## src/hw/rtl/ipp_pkg.sv

```systemverilog
// ----------------------------------------------------------------------------
// ipp_pkg
// Shared types, constants and the arctangent table for the IP address polar
// plot pipeline.
// ----------------------------------------------------------------------------
package ipp_pkg;

  // Output fraction bits and the number of rotation steps by default.
  localparam int unsigned FRAC_BITS      = 12;
  localparam int unsigned ROTATION_STEPS = 14;
  // The arctangent table has this many entries; more steps are not used.
  localparam int unsigned MAX_STEPS      = 24;

  // Internal Q30 datapath widths.  The vector never grows past about 2^34
  // and the residual angle stays within +/-2^31.
  localparam int unsigned XY_W = 36;
  localparam int unsigned Z_W  = 33;

  // Address folding constants.
  localparam int unsigned MOD_SPAN     = 10000;
  localparam int unsigned QUARTER_SPAN = MOD_SPAN / 4;
  localparam int unsigned MOD_FOLDS    = 65535 / MOD_SPAN;

  // Start vector gain: K * 8 * 2^30, split into integer and remainder parts
  // of a division by the span so that no wide divider is needed.
  localparam longint unsigned GAIN_X = 64'd652032874 * 64'd8;
  localparam int unsigned     X_INT  = int'(GAIN_X / MOD_SPAN);
  localparam int unsigned     X_REM  = int'(GAIN_X % MOD_SPAN);
  // Angle scale: 2*pi*2^30, split the same way.
  localparam longint unsigned TWO_PI = 64'd6746518852;
  localparam int unsigned     Z_INT  = int'(TWO_PI / MOD_SPAN);
  localparam int unsigned     Z_REM  = int'(TWO_PI % MOD_SPAN);

  // Reciprocal of the span for the small exact divisions.
  localparam int unsigned RECIP_SH = 37;
  localparam int unsigned RECIP    = int'((64'd1 << RECIP_SH) / MOD_SPAN);

  // Output rounding.
  localparam int unsigned OUT_SH = 30 - FRAC_BITS;

  typedef enum logic [1:0] {
    QUAD_I,
    QUAD_II,
    QUAD_III,
    QUAD_IV
  } quad_t;

  typedef struct packed {
    logic        has_ip;
    logic        pick_source;
    logic [31:0] src_addr;
    logic [31:0] dst_addr;
  } in_beat_t;

  typedef struct packed {
    logic               no_ip;
    logic signed [15:0] out_y;
    logic signed [15:0] out_z;
  } out_beat_t;

  // One beat travelling down the rotation chain.
  typedef struct packed {
    logic                  valid;
    logic                  no_ip;
    quad_t                 quad;
    logic signed [XY_W-1:0] x;
    logic signed [XY_W-1:0] y;
    logic signed [Z_W-1:0]  z;
  } rot_beat_t;

  // atan(2^-step) in Q30, truncated.
  function automatic logic signed [Z_W-1:0] atan_q30(input int unsigned step);
    logic [31:0] v;
    case (step)
      0:       v = 32'h3243F6A8;
      1:       v = 32'h1DAC6705;
      2:       v = 32'h0FADBAFC;
      3:       v = 32'h07F56EA6;
      4:       v = 32'h03FEAB76;
      5:       v = 32'h01FFD55B;
      6:       v = 32'h00FFFAAA;
      7:       v = 32'h007FFF55;
      8:       v = 32'h003FFFEA;
      9:       v = 32'h001FFFFD;
      10:      v = 32'h000FFFFF;
      11:      v = 32'h0007FFFF;
      12:      v = 32'h0003FFFF;
      13:      v = 32'h0001FFFF;
      14:      v = 32'h0000FFFF;
      15:      v = 32'h00007FFF;
      16:      v = 32'h00003FFF;
      17:      v = 32'h00001FFF;
      18:      v = 32'h00000FFF;
      19:      v = 32'h000007FF;
      20:      v = 32'h000003FF;
      21:      v = 32'h000001FF;
      22:      v = 32'h000000FF;
      23:      v = 32'h0000007F;
      default: v = 32'h00000000;
    endcase
    return $signed(Z_W'(v));
  endfunction

endpackage

```

## src/hw/rtl/ipp_post.sv

```systemverilog
// ----------------------------------------------------------------------------
// ipp_post
// Back end: restores the quadrant, rounds from Q30 to the output format,
// saturates to 16 bits and holds the result beat in the output register.
// ----------------------------------------------------------------------------
module ipp_post (
  input  logic               clk,
  input  logic               rst,
  input  ipp_pkg::rot_beat_t prev,
  output logic               ready_prev,
  output logic               pos_valid,
  input  logic               pos_stall,
  output ipp_pkg::out_beat_t pos
);
  import ipp_pkg::*;

  localparam logic signed [XY_W:0] RND    = (XY_W+1)'(1) <<< (OUT_SH - 1);
  localparam logic signed [XY_W:0] SAT_HI = (XY_W+1)'(32767);
  localparam logic signed [XY_W:0] SAT_LO = -(XY_W+1)'(32768);

  function automatic logic signed [15:0] round_sat(input logic signed [XY_W-1:0] v);
    logic signed [XY_W:0] sum;
    logic signed [XY_W:0] sh;
    sum = $signed({v[XY_W-1], v}) + RND;
    sh  = sum >>> OUT_SH;
    if (sh > SAT_HI) begin
      return 16'sh7FFF;
    end else if (sh < SAT_LO) begin
      return -16'sh8000;
    end
    return $signed(sh[15:0]);
  endfunction

  logic                   s1_valid;
  logic                   s1_no_ip;
  logic signed [XY_W-1:0] s1_c;
  logic signed [XY_W-1:0] s1_s;
  logic                   ld1;
  logic                   ld2;
  logic signed [XY_W-1:0] c_next;
  logic signed [XY_W-1:0] s_next;

  assign ld2        = !pos_valid || !pos_stall;
  assign ld1        = !s1_valid || ld2;
  assign ready_prev = ld1;

  always_comb begin
    unique case (prev.quad)
      QUAD_I: begin
        c_next = prev.x;
        s_next = prev.y;
      end
      QUAD_II: begin
        c_next = -prev.y;
        s_next = prev.x;
      end
      QUAD_III: begin
        c_next = -prev.x;
        s_next = -prev.y;
      end
      QUAD_IV: begin
        c_next = prev.y;
        s_next = -prev.x;
      end
      default: begin
        c_next = prev.x;
        s_next = prev.y;
      end
    endcase
  end

  always_ff @(posedge clk) begin
    if (rst) begin
      s1_valid  <= 1'b0;
      pos_valid <= 1'b0;
    end else begin
      if (ld1) s1_valid <= prev.valid;
      if (ld2) pos_valid <= s1_valid;
    end
  end

  always_ff @(posedge clk) begin
    if (ld1) begin
      s1_no_ip <= prev.no_ip;
      s1_c     <= c_next;
      s1_s     <= s_next;
    end
    if (ld2) begin
      pos.no_ip <= s1_no_ip;
      pos.out_y <= s1_no_ip ? 16'sd0 : round_sat(s1_s);
      pos.out_z <= s1_no_ip ? 16'sd0 : round_sat(s1_c);
    end
  end

endmodule

```

## config.mk

```make
export PLATFORM = sky130hd
export DESIGN_NAME = ipp_post
export DESIGN_NICKNAME = d
export VERILOG_FILES = /design/src/hw/rtl/ipp_pkg.sv /design/src/hw/rtl/ipp_post.sv
export SDC_FILE = /design/constraint.sdc
export NUM_CORES = 1
export LEC_CHECK = 0
export ABC_AREA = 1
export BUFFER_PORTS_ARGS = -buffer_cell sky130_fd_sc_hd__buf_4
export CAP_MARGIN = 0
export CORE_MARGIN = 8
export CORE_UTILIZATION = 40
export DETAILED_ROUTE_END_ITERATION = 8
export GPL_TIMING_DRIVEN = 1
export SLEW_MARGIN = 15
export SYNTH_ARGS = -nofsm -noshare
export SYNTH_HDL_FRONTEND = slang
export SYNTH_SLANG_ARGS = --single-unit
```

## constraint.sdc

```tcl
create_clock -name clk -period 2.74 [get_ports clk]
set_input_delay 0.411 -clock clk [delete_from_list [all_inputs] [get_ports clk]]
set_output_delay 0.411 -clock clk [all_outputs]
set_load 0.03 [all_outputs]
```

======== After elaboration in Yosys (flattened, before gate mapping) ========
Index checks and enable logic that the tools add are counted.
storage, ports and cells
  output and inout bits ................... 35
  input port bits ......................... 112
  word-level logic and storage cells ...... 39
  register bits after elaboration ......... 108
cells by class
  multiplexer cells ....................... 14
  add/sub/neg operators ................... 4
  reductions and logical operators ........ 6
  equal/unequal tests ..................... 3
  order comparisons ....................... 4
operators by type and width
  operator                  number
  $pmux W36 S4              2
  $mux W16                  6
  $add A36 B19 Y37 const B  2
  $neg A36 Y36              2
  $gt A19 B16 Y1 const B    2
  $lt A19 B16 Y1 const B    2
  $mux W1                   6
  $eq A2 B2 Y1 const B      2
  $logic_not A1 Y1          3
  $eq A2 B1 Y1 const B      1
  $logic_not A2 Y1          1
  $logic_or A1 B1 Y1        2

======== Longest topological paths before layout ========
Gate-level depths: netlist of run 1.
  word-level depth ........................ 6
  depth in mapped cells ................... 12
  gate-level depth less buffers ........... 11

======== Worst setup path after synthesis of run 1 ========
No wires, ideal clock.
  path kind ............................... register to register
  from .................................... register pos_valid
  to ...................................... register s1_c[17] (enable)
  data arrival time ....................... 1.710 ns
  stages on the path, launching flop included .. 2
  path slack .............................. 0.309 ns
  required time ........................... 2.019 ns
  setup time .............................. 0.721 ns
  path buffers ............................ 0
  period minus slack after synthesis ...... 2.431 ns
  path through ............................ dfxtp_1 -> nand3_1
on the way
  longest elaborated chain between the ends .. 3
RTL lines
  what                      line            source
  start: declaration        ipp_post.sv:11  output logic pos_valid,
  start signal: assignment  ipp_post.sv:78  if (ld2) pos_valid <= s1_valid;
  $logic_not A1 Y1          ipp_post.sv:43  assign ld2 = !pos_valid || !pos_stall;
  $logic_or A1 B1 Y1        ipp_post.sv:43
  $logic_or A1 B1 Y1        ipp_post.sv:44  assign ld1 = !s1_valid || ld2;
  named net ready_prev      ipp_post.sv:10  output logic ready_prev,
  end signal: assignment    ipp_post.sv:85  s1_c <= c_next;
  end: declaration          ipp_post.sv:36  logic signed [XY_W-1:0] s1_c;
The timed path passes the listed nets, and every way through them passes these cells.
A chain may end at the register's enable or synchronous reset.

======== Final worst setup path of run 1 ========
  from .................................... register s1_s[17]
  to ...................................... register pos[17] (netlist name) (data pin)
on the way
  longest elaborated chain between the ends .. 6
  elaborated cells on any way between the ends .. 8
  those cells by class .................... add/sub: 1; order compare: 2; mux: 5
RTL lines
  what                      line            source
  start: declaration        ipp_post.sv:37  logic signed [XY_W-1:0] s1_s;
  start signal: assignment  ipp_post.sv:86  s1_s <= s_next;
  $add A36 B19 Y37 *        ipp_post.sv:24  sum = $signed({v[XY_W-1], v}) + RND;
  $lt A19 B16 Y1            ipp_post.sv:28  end else if (sh < SAT_LO) begin
  $mux W1                   ipp_post.sv:28
  $mux W1                   ipp_post.sv:26  if (sh > SAT_HI) begin
  $mux W1                   ipp_post.sv:88  if (ld2) begin
  $mux W16 *                ipp_post.sv:31  return $signed(sh[15:0]);
  end: declaration          ipp_post.sv:13  output ipp_pkg::out_beat_t pos
Mark *: on every way between the ends. The rest lies on a longest branch, timed or not. The select of a mux whose other input is x is not followed.

==> impl_metrics.toml, run 1 <==
[critical_path]
path_class = "register to register"
crit_fanout = 15
critPathCaptureType = "register"
required_ps = 2770
arrival_ps = 2110
startpoint_type = "register"
reg2reg_depth = 11

[synth]
synth_area_um2 = 5950
yosysSeqAreaShare_pct = 37.0
synth-seq-cells = 74
synth_area_leaders = "edfxtp_1, nand2_1, nand3_1, nor2_1, inv_1"
synth_fa_ha_area_share_pct = 0.421
synth_compound_area_share_pct = 5.56
synth.largest_area_cell = "edfxtp_1"
synth_xor_area_share_pct = 3.98
synth_edf_count = 72
synthCells = 835
muxShareOfSynthArea_pct = 0
synth_cell_types = 36
synth-simple-area-share_pct = 44.5
synth_top_family_by_area = "simple AND/OR/NAND/NOR gates"
syn_nets = 949
yosysWarnings = 0
yosysTopAreaCellShare_pct = 36.4
synth-main-ff-cell = "edfxtp_1"
synth_area_per_cell_um2 = 7.12
async_reset_ff_share_pct = 0

[sta]
hold_viol = 0
max_freq_mhz = 482
max-slew-margin-rel_pct = 47.3
tightest_slew_ps = 791
setup_viol = 0
post-route-period-util_pct = 75.7
period_minus_slack_ps = 2070
rsz0062_at_grt = "no"
finalMaxSlewViolations = 0
timing.hold.ws_ps = 239
finClkSkew_ps = 5.62
setup-tns-final_ps = 0

[power]
ir_worst_vdd_uv = 322
switchingPower_mw = 1.09
p_per_area_nw_per_um2 = 531
power_frac_seq_pct = 38.6
clkPwrFrac_pct = 37.6
p_comb_share_pct = 23.8
p_int_mw = 2.82
finalPower_mw = 3.90
switching_share_pct = 27.9
leakagePower_nw = 3.20

[clock_network]
cts_setup_buffers = 0
insertion_delay_ps = 330
hold_buffers = 0
cts.sinks = 74
cts_max_path_buffers = 2
cts_tree = "done"
cts.clk_slew.worst_paths_ps = 60
cts_inserted_buffers = 9
cts_resized = 0
cts-root-buf = "clkbuf_16"
htree_levels = 3

[placed_design]
gp_congestion = 0.908
hpwlAfterDp_mm = 13.2
io_buffers = 113
place_area_um2 = 6960

[cells_and_area]
nNetsFinal = 1059
final_common_cell = "nand2_1"
syn2layout_area_growth_pct = 23.6
multiInputGateArea_um2 = 3250
layout_common_cells = "nand2_1, buf_4, nand3_1, nor2_1, inv_1"
fin_area_um2 = 7350
fillers = 1481
regArea_um2 = 2200
drive_above_1_share_pct = 23.4
num_antenna_cells = 0

[drt]
via_per_inst = 5.03
postRouteAntennaNets = 0
dr.pass1.iters = 5
drt_iter0_drc = 398
post_drt_wl_per_cell_um = 14.3
drc = 0
vias = 5700
totalWireLength_mm = 16.2

[floorplanning]
die_h_um = 138
ios = 147
start_util_pct = 40.9
core_area_um2 = 14500
die_w_um = 138
dieArea_um2 = 19000
rows = 44

[min_path]
holdPathStages = 2
hold_path.class = "input pin to register"

[grt]
grt_pass1_vias = 5373
grt_overflow_total = 0
grt_max_degree = 40
antenna_found_initial = 0
grt_pass1_wl_mm = 26.6
grt_use_total_pct = 17.5

[flow_run]
cap_violations = 0

[run_status]
status = "completed"
power groups by stage:
stage	logic [mW]	registers, mW	clock network (mW)
after floorplan	0.476	1.65	0
after global placement	0.926	1.53	0
after detailed placement	0.933	1.53	0
after CTS	0.937	1.51	1.49
after global routing	1.03	1.53	1.54
final	0.929	1.51	1.47
worst max-delay path, stage by stage (launching register included):
cell      delay [ps]
edfxtp_1         430
ha_1             250
nand3_1          130
inv_2             60
nand2_2          130
nor2_4            50
nand3_1           60
nand2_1           70
nor2_1            90
nand2_1           80
nand2_2          280
a21oi_1          140
flip-flops by register name (all words and copies together) (netlist names):
signal,flops
s1_s,19
s1_no_ip,1
pos,33
s1_valid,1
s1_c,19
pos_valid,1
final timing paths:
check	slack, ps	start	to
worst max register to register	670	s1_s[17]	pos[17]
worst max-delay path	670	s1_s[17]	pos[17]
worst min-delay path	240	rst	s1_valid
worst min register to register	460	s1_valid	pos_valid
synth_stat cells, types with 2 or more instances:
| cell type | instances |
|---|---|
| a21oi_2 | 21 |
| buf_1 | 2 |
| nand2_2 | 29 |
| o21ai_0 | 9 |
| nand2_1 | 226 |
| nand2_4 | 6 |
| or2_2 | 4 |
| inv_2 | 7 |
| clkbuf_1 | 15 |
| ha_1 | 2 |
| o2111ai_1 | 3 |
| nor2_4 | 6 |
| o21ai_1 | 2 |
| nand3_1 | 117 |
| nor2_1 | 98 |
| edfxtp_1 | 72 |
| nand3_2 | 3 |
| nand3b_1 | 3 |
| a21oi_1 | 13 |
| dfxtp_1 | 2 |
| nor3_1 | 15 |
| buf_6 | 2 |
| xnor2_1 | 10 |
| inv_1 | 90 |
| nor2_2 | 3 |
| nand4_1 | 49 |
| xor2_1 | 17 |
layer usage:
| layer | vias up | share of wire, % | GRT usage (%) |
|---|---|---|---|
| li1 | 2999 | - | - |
| met2 | 164 | 47 | 28.5 |
| met5 | - | 0 | 0 |
| met1 | 2523 | 46 | 23.0 |
| met3 | 14 | 6.5 | 3.62 |
| met4 | 0 | 1.3 | 5.01 |
cells by family after synthesis:
family,count (synthesis)
AND/OR/NAND/NOR,564
buffers and inverters,120
flip-flops,74
AO/OA/AOI/OAI,48
XOR/XNOR,27
adder cells (fa/ha/maj),2
metrics by stage:
step | std cells | util [%] | setup WS (ps)
after floorplan | 835 | - | 309
after global placement | 1118 | 47.9 | 568
after detailed placement | 1118 | 47.9 | 546
after CTS | 1134 | 50.6 | 641
after global routing | 1134 | 50.6 | 441
final | 1134 | 50.6 | 666
layout make-up:
cell class	instances	area share, %
inverters	98	5.01
repair buffers	121	12.4
clock inverters	4	1.63
multi-input cells	641	44.3
well taps	184	3.13
flip-flops and latches	74	30.0
clock buffers	12	3.63
Note: power is estimated with default switching activity, not from simulation.
==> run 2: changes to the inputs <==
- ABC_AREA: 1 -> 0
- PLACE_DENSITY: default -> 0.67
- clock period: 2.74 -> 1.9 ns (I/O delays scaled with it)
==> run 2 against run 1 <==
The run now ends with negative setup slack left. Worst hold slack got worse by 130 ps. Power increased by 44%. Die area decreased by 15%. Combinational power increased by 77%. Utilization increased by 15 points. First-iteration DRC count decreased by 6.3%. Via count decreased by 16%. Synthesized area decreased by 17%. Largest cell class unchanged. Highest routed layer unchanged.
==> impl_metrics.toml, run 2 <==
[sta]
post-route-period-util_pct = 118
tightest_slew_ps = 480
period_minus_slack_ps = 2230
finalMaxSlewViolations = 0
finClkSkew_ps = 8.09
setup-tns-final_ps = -9630
timing.hold.ws_ps = 109
max_freq_mhz = 448
setup_slack_ps = -334
setup_viol = 49
max-slew-margin-rel_pct = 67.7
rsz0062_at_grt = "yes"
hold_viol = 0

[synth]
yosysSeqAreaShare_pct = 44.6
yosysTopAreaCellShare_pct = 43.8
synth-seq-cells = 74
synth_area_per_cell_um2 = 9.43
synth.largest_area_cell = "edfxtp_1"
synth-main-ff-cell = "edfxtp_1"
synthCells = 523
yosysWarnings = 0
syn_nets = 637
synth_area_leaders = "edfxtp_1, xnor2_1, o21ai_0, xor2_1, nor2_1"
synth_edf_count = 72
synth_cell_types = 63
synth_most_common_cell = "edfxtp_1"
ys_top_cells_by_count = "edfxtp_1, o21ai_0, nor2_1"
synth_area_um2 = 4930
async_reset_ff_share_pct = 0

[critical_path]
ff2ff_setup_slack_ps = -240
reg2reg_depth = 9
crit_fanout = 5
critPathCaptureType = "register"
arrival_ps = 2320
r2r-start = "s1_c[18]"
crit_path_start = "prev[54]"
startpoint_type = "input pin"
cp-endpoint = "s1_s[35]"
path_class = "input pin to register"
r2r_end = "pos[12]"
required_ps = 1980

[placed_design]
hpwlAfterDp_mm = 11.0
io_buffers = 113
gp_congestion = 0.906
post-place-ws_ps = -870

[cells_and_area]
layout_common_cells = "buf_4, edfxtp_1, nor2_1, nand2_1, xnor2_1"
final_common_cell = "buf_4"
num_antenna_cells = 0
drive_above_1_share_pct = 47.2
syn2layout_area_growth_pct = 58.7
reg.largest.list = "pos (33), s1_c (19), s1_s (19)"
largest_reg_flops = 33
fillers = 945
top_register = "pos"
nNetsFinal = 853

[drt]
vias = 4781
dr.pass1.iters = 4
totalWireLength_mm = 14.8
post_drt_wl_per_cell_um = 16.6
drt_iter0_drc = 373
drc = 0
via_per_inst = 5.37
postRouteAntennaNets = 0

[clock_network]
cts_max_path_buffers = 2
cts.clk_slew.worst_paths_ps = 60
cts_inserted_buffers = 9
cts.sinks = 74
cts-root-buf = "clkbuf_16"
insertion_delay_ps = 330
cts_tree = "done"
htree_levels = 3

[floorplanning]
ios = 147
core_area_um2 = 12000
die_h_um = 127
dieArea_um2 = 16100
rows = 40
die_w_um = 127
start_util_pct = 41.1

[min_path]
hold_path.class = "input pin to register"

[power]
leakagePower_nw = 3.20
p_per_area_nw_per_um2 = 716
clkPwrFrac_pct = 31.5
power_frac_seq_pct = 39.2
ir_worst_vdd_uv = 429
p_comb_share_pct = 29.3
p_int_mw = 3.95
switchingPower_mw = 1.65
switching_share_pct = 29.4

[flow_run]
cap_violations = 0

[grt]
grt_overflow_total = 0
grt_max_degree = 48
grt_pass1_vias = 4758
antenna_found_initial = 0
grt_pass1_wl_mm = 23.1
grt_use_total_pct = 17.5

[run_status]
status = "finished, violations left"
violations = "negative setup slack"
-- run 2: worst min-delay path by stage --
stage	slack [ps]	endpoint	start	cells after the start
final	110	pos_valid	rst	2
after global routing	120	pos_valid	rst	2
after CTS	100	pos_valid	rst	2
after detailed placement	460	pos_valid	rst	2
after global placement	450	s1_valid	rst	2
after floorplan	350	s1_valid	rst	1
-- run 2: routing by layer --
metal	global-route usage, %	routed length (µm)
met1	21.8	6530
met2	29.4	7120
met4	6.16	288
met3	3.66	838
met5	0	0
-- run 2: metrics by stage --
stage / total power [mW] / area (µm²) / std cells / util (%)
global route: 5.82 / 7830 / 891 / 65.1
floorplan: 2.98 / 5100 / 523 / -
finish: 5.60 / 7830 / 891 / 65.1
global placement: 3.62 / 6770 / 851 / 56.4
detailed placement: 3.66 / 6770 / 851 / 56.4
CTS: 5.50 / 7380 / 876 / 61.4
-- run 2: critical path, stage by stage --
cell and delay, ps:
buf_6 100, nor4_4 260, buf_4 150, nand4_1 140
or4b_4 600, buf_6 160, o41a_1 330, o32ai_2 220
a21oi_1 70
-- run 2: area by class of cell --
cell class | count | area [µm²] | share of cell area [%]
inverter | 15 | 56.3 | 0.720
timing repair buffer | 238 | 1920 | 24.6
tap | 147 | 184 | 2.35
sequential | 74 | 2200 | 28.1
clock buffer | 9 | 225 | 2.88
multi-input combinational | 401 | 3150 | 40.3
clock inverter | 7 | 83.8 | 1.07
-- run 2: kinds of logic after synthesis --
kind of cell    Yosys count  share of synthesized area, %
simple gates            183                          18.7
compound gates          142                          18.9
flops                    74                          44.6
xor+xnor                 64                          11.4
buf+inv                  48                          3.83
mux                      10                          2.11
fa+ha+maj                 2                         0.507
-- run 2: power groups by stage --
stage / sequential, mW / clock [mW] / combinational (mW)
finish: 2.20 / 1.76 / 1.64
global route: 2.22 / 1.84 / 1.76
CTS: 2.19 / 1.79 / 1.51
detailed placement: 2.22 / 0 / 1.44
global placement: 2.21 / 0 / 1.41
floorplan: 2.46 / 0 / 0.513
-- run 2: timing repair --
item                                    in CTS  in global routing
pin swaps                                   28                 33
cloned                                       2                  1
hold endpoints to repair                     0                  0
hold buffers                                 0                  0
endpoints found under the setup margin      52                 55
resized for setup                           59                 67
setup buffers                               10                 15
==> run 3: changes to the inputs <==
- BUFFER_PORTS_ARGS: -buffer_cell sky130_fd_sc_hd__buf_4 -> -buffer_cell sky130_fd_sc_hd__buf_2
==> run 3 against run 2 <==
The run still ends with negative setup slack left. Worst setup slack lost 52 ps. Clock-buffer cell count is 3 higher. Power shrank 4.1%. Worst hold slack improved by 19 ps. Register-to-register slack lost 20 ps. First-iteration DRC count shrank 29%. Clock skew is essentially flat. Critical path depth down 1. Sequential cell count unchanged. Highest routed layer unchanged. Combinational power fell by 9%. Largest power group unchanged.
==> impl_metrics.toml, run 3 (synthesized netlist as in run 2, its figures left out) <==
[run_status]
status = "finished, violations left"
violations = "negative setup slack"

[critical_path]
cp_slowest_cell = "or4_4"
path_class = "input pin to register"
reg2reg_depth = 9
crit_cells = 8
max_stage_delay_ps = 600
critical_path.top_delay_family = "simple AND/OR/NAND/NOR gates"
startpoint_type = "input pin"
required_ps = 2070
crit_fanout = 6
crit_buf_inv = 2
arrival_ps = 2460
critPathCaptureType = "register"
crit_path_cell_trace = "buf_6 -> or3_4 -> or3b_4 -> or4_4 -> buf_8 -> nor3_1 -> o32ai_1 -> a21oi_2"

[grt]
grt_use_met1_pct = 22.4
grt_overflow_total = 0
grt_pass1_vias = 4729
grt.met3_usage_pct = 3.37
grt_busiest_layer = "met2"
grt_max_degree = 56
grt_use_total_pct = 17.2
use_met2_pct = 28.5
antenna_found_initial = 0
grt_pass1_wl_mm = 22.9

[cells_and_area]
largest_reg_flops = 33
nNetsFinal = 845
fin_area_um2 = 7390
drive_above_1_share_pct = 45.7
num_antenna_cells = 0
utilization_pct = 61.6
reg.largest.list = "pos (33), s1_c (19), s1_s (19)"
layout_common_cells = "buf_2, buf_4, edfxtp_1, nor2_1, nand2_1"
final_common_cell = "buf_2"
top_register = "pos"
syn2layout_area_growth_pct = 49.9

[drt]
drt_iter0_drc = 263
postRouteAntennaNets = 0
post_drt_wl_per_cell_um = 16.5
dr.pass1.iters = 5
vias = 4758
via_per_inst = 5.39
totalWireLength_mm = 14.6
drc = 0

[power]
switching_share_pct = 29.8
leakagePower_nw = 3.04
p_int_mw = 3.77
clkPwrFrac_pct = 31.5
p_per_area_nw_per_um2 = 727
switchingPower_mw = 1.60
power_frac_seq_pct = 40.7
p_comb_share_pct = 27.8
ir_worst_vdd_uv = 451

[floorplanning]
rows = 40
die_w_um = 127
dieArea_um2 = 16100
start_util_pct = 41.1
ios = 147
die_h_um = 127
core_area_um2 = 12000

[placed_design]
post-place-ws_ps = -953
io_buffers = 113
gp_congestion = 0.856
hpwlAfterDp_mm = 10.9
place_area_um2 = 6480

[sta]
period_minus_slack_ps = 2290
finClkSkew_ps = 8.37
max_freq_mhz = 438
max-slew-margin-rel_pct = 67.9
post-route-period-util_pct = 120
rsz0062_at_grt = "yes"
hold_viol = 0
setup_slack_ps = -386
tightest_slew_ps = 479
finalMaxSlewViolations = 0
setup_viol = 48

[min_path]
holdPathStages = 2
hold_path.class = "input pin to register"

[clock_network]
cts.clk_slew.worst_paths_ps = 60
cts_max_path_buffers = 2
hold_buffers = 0
cts_inserted_buffers = 9
cts_tree = "done"
cts.sinks = 74
htree_levels = 3
cts-root-buf = "clkbuf_16"
insertion_delay_ps = 330

[flow_run]
cap_violations = 0
run 3: cell types whose count changed in the layout (fill, tap and decap cells not counted), sizes merged:
cell	previous run	this run
clkbuf	10	12
bufinv	2	1
clkinvlp	1	2
buf	237	230
clkinv	4	1
run 3: worst register-to-register path, stage by stage (launching register included):
cell and delay, ps:
edfxtp_1 380, ha_2 210, and3_4 200, nand4_1 180, buf_4 200, or3_1 380, o21ai_2 70, a32oi_2 110
buf_4 210, o21ai_1 70
run 3: stage by stage:
stage / std cells / hold WS (ps) / TNS (ps) / power (mW)
after global placement: 849 / 454 / -19290 / 3.51
after detailed placement: 849 / 465 / -22170 / 3.54
after floorplan: 523 / 354 / -9110 / 2.98
after global routing: 883 / 127 / -12590 / 5.59
final: 883 / 128 / -9650 / 5.37
after CTS: 873 / 117 / -6750 / 5.30
run 3: final cells by class:
type	instances	area, µm²
tap	147	184
clock buffer	12	256
sequential	74	2200
inverter	15	56.3
clock inverter	4	50.0
multi-input combinational	401	3070
fill	979	4620
timing repair buffer	230	1580
run 3: metal layers:
layer | wire length (µm) | vias to the layer above | part of all wire [%]
li1 | - | 2367 | -
met1 | 6680 | 2233 | 46
met2 | 7020 | 146 | 48
met3 | 687 | 12 | 4.7
met4 | 192 | 0 | 1.3
met5 | 0 | - | 0
run 3: power by group through the flow:
stage | Clock [mW] | Combinational [mW] | Sequential [mW]
after floorplan | 0 | 0.513 | 2.46
final | 1.69 | 1.49 | 2.19
after CTS | 1.72 | 1.39 | 2.18
after global routing | 1.78 | 1.60 | 2.21
after global placement | 0 | 1.30 | 2.20
after detailed placement | 0 | 1.33 | 2.22
run 3: what timing repair did:
action / in CTS / in global routing
gates resized for setup: 56 / 54
gates cloned: 1 / 1
buffers inserted: 8 / 9
endpoints found under the setup margin: 51 / 54
pin swaps: 19 / 31
run 3: path summary, 6_finish.rpt:
check	start	end	slack, ps
max	prev[91]	s1_s[35]	-390
min	rst	pos_valid	130
min reg2reg	s1_valid	pos_valid	500
max reg2reg	s1_c[18]	pos[5]	-260
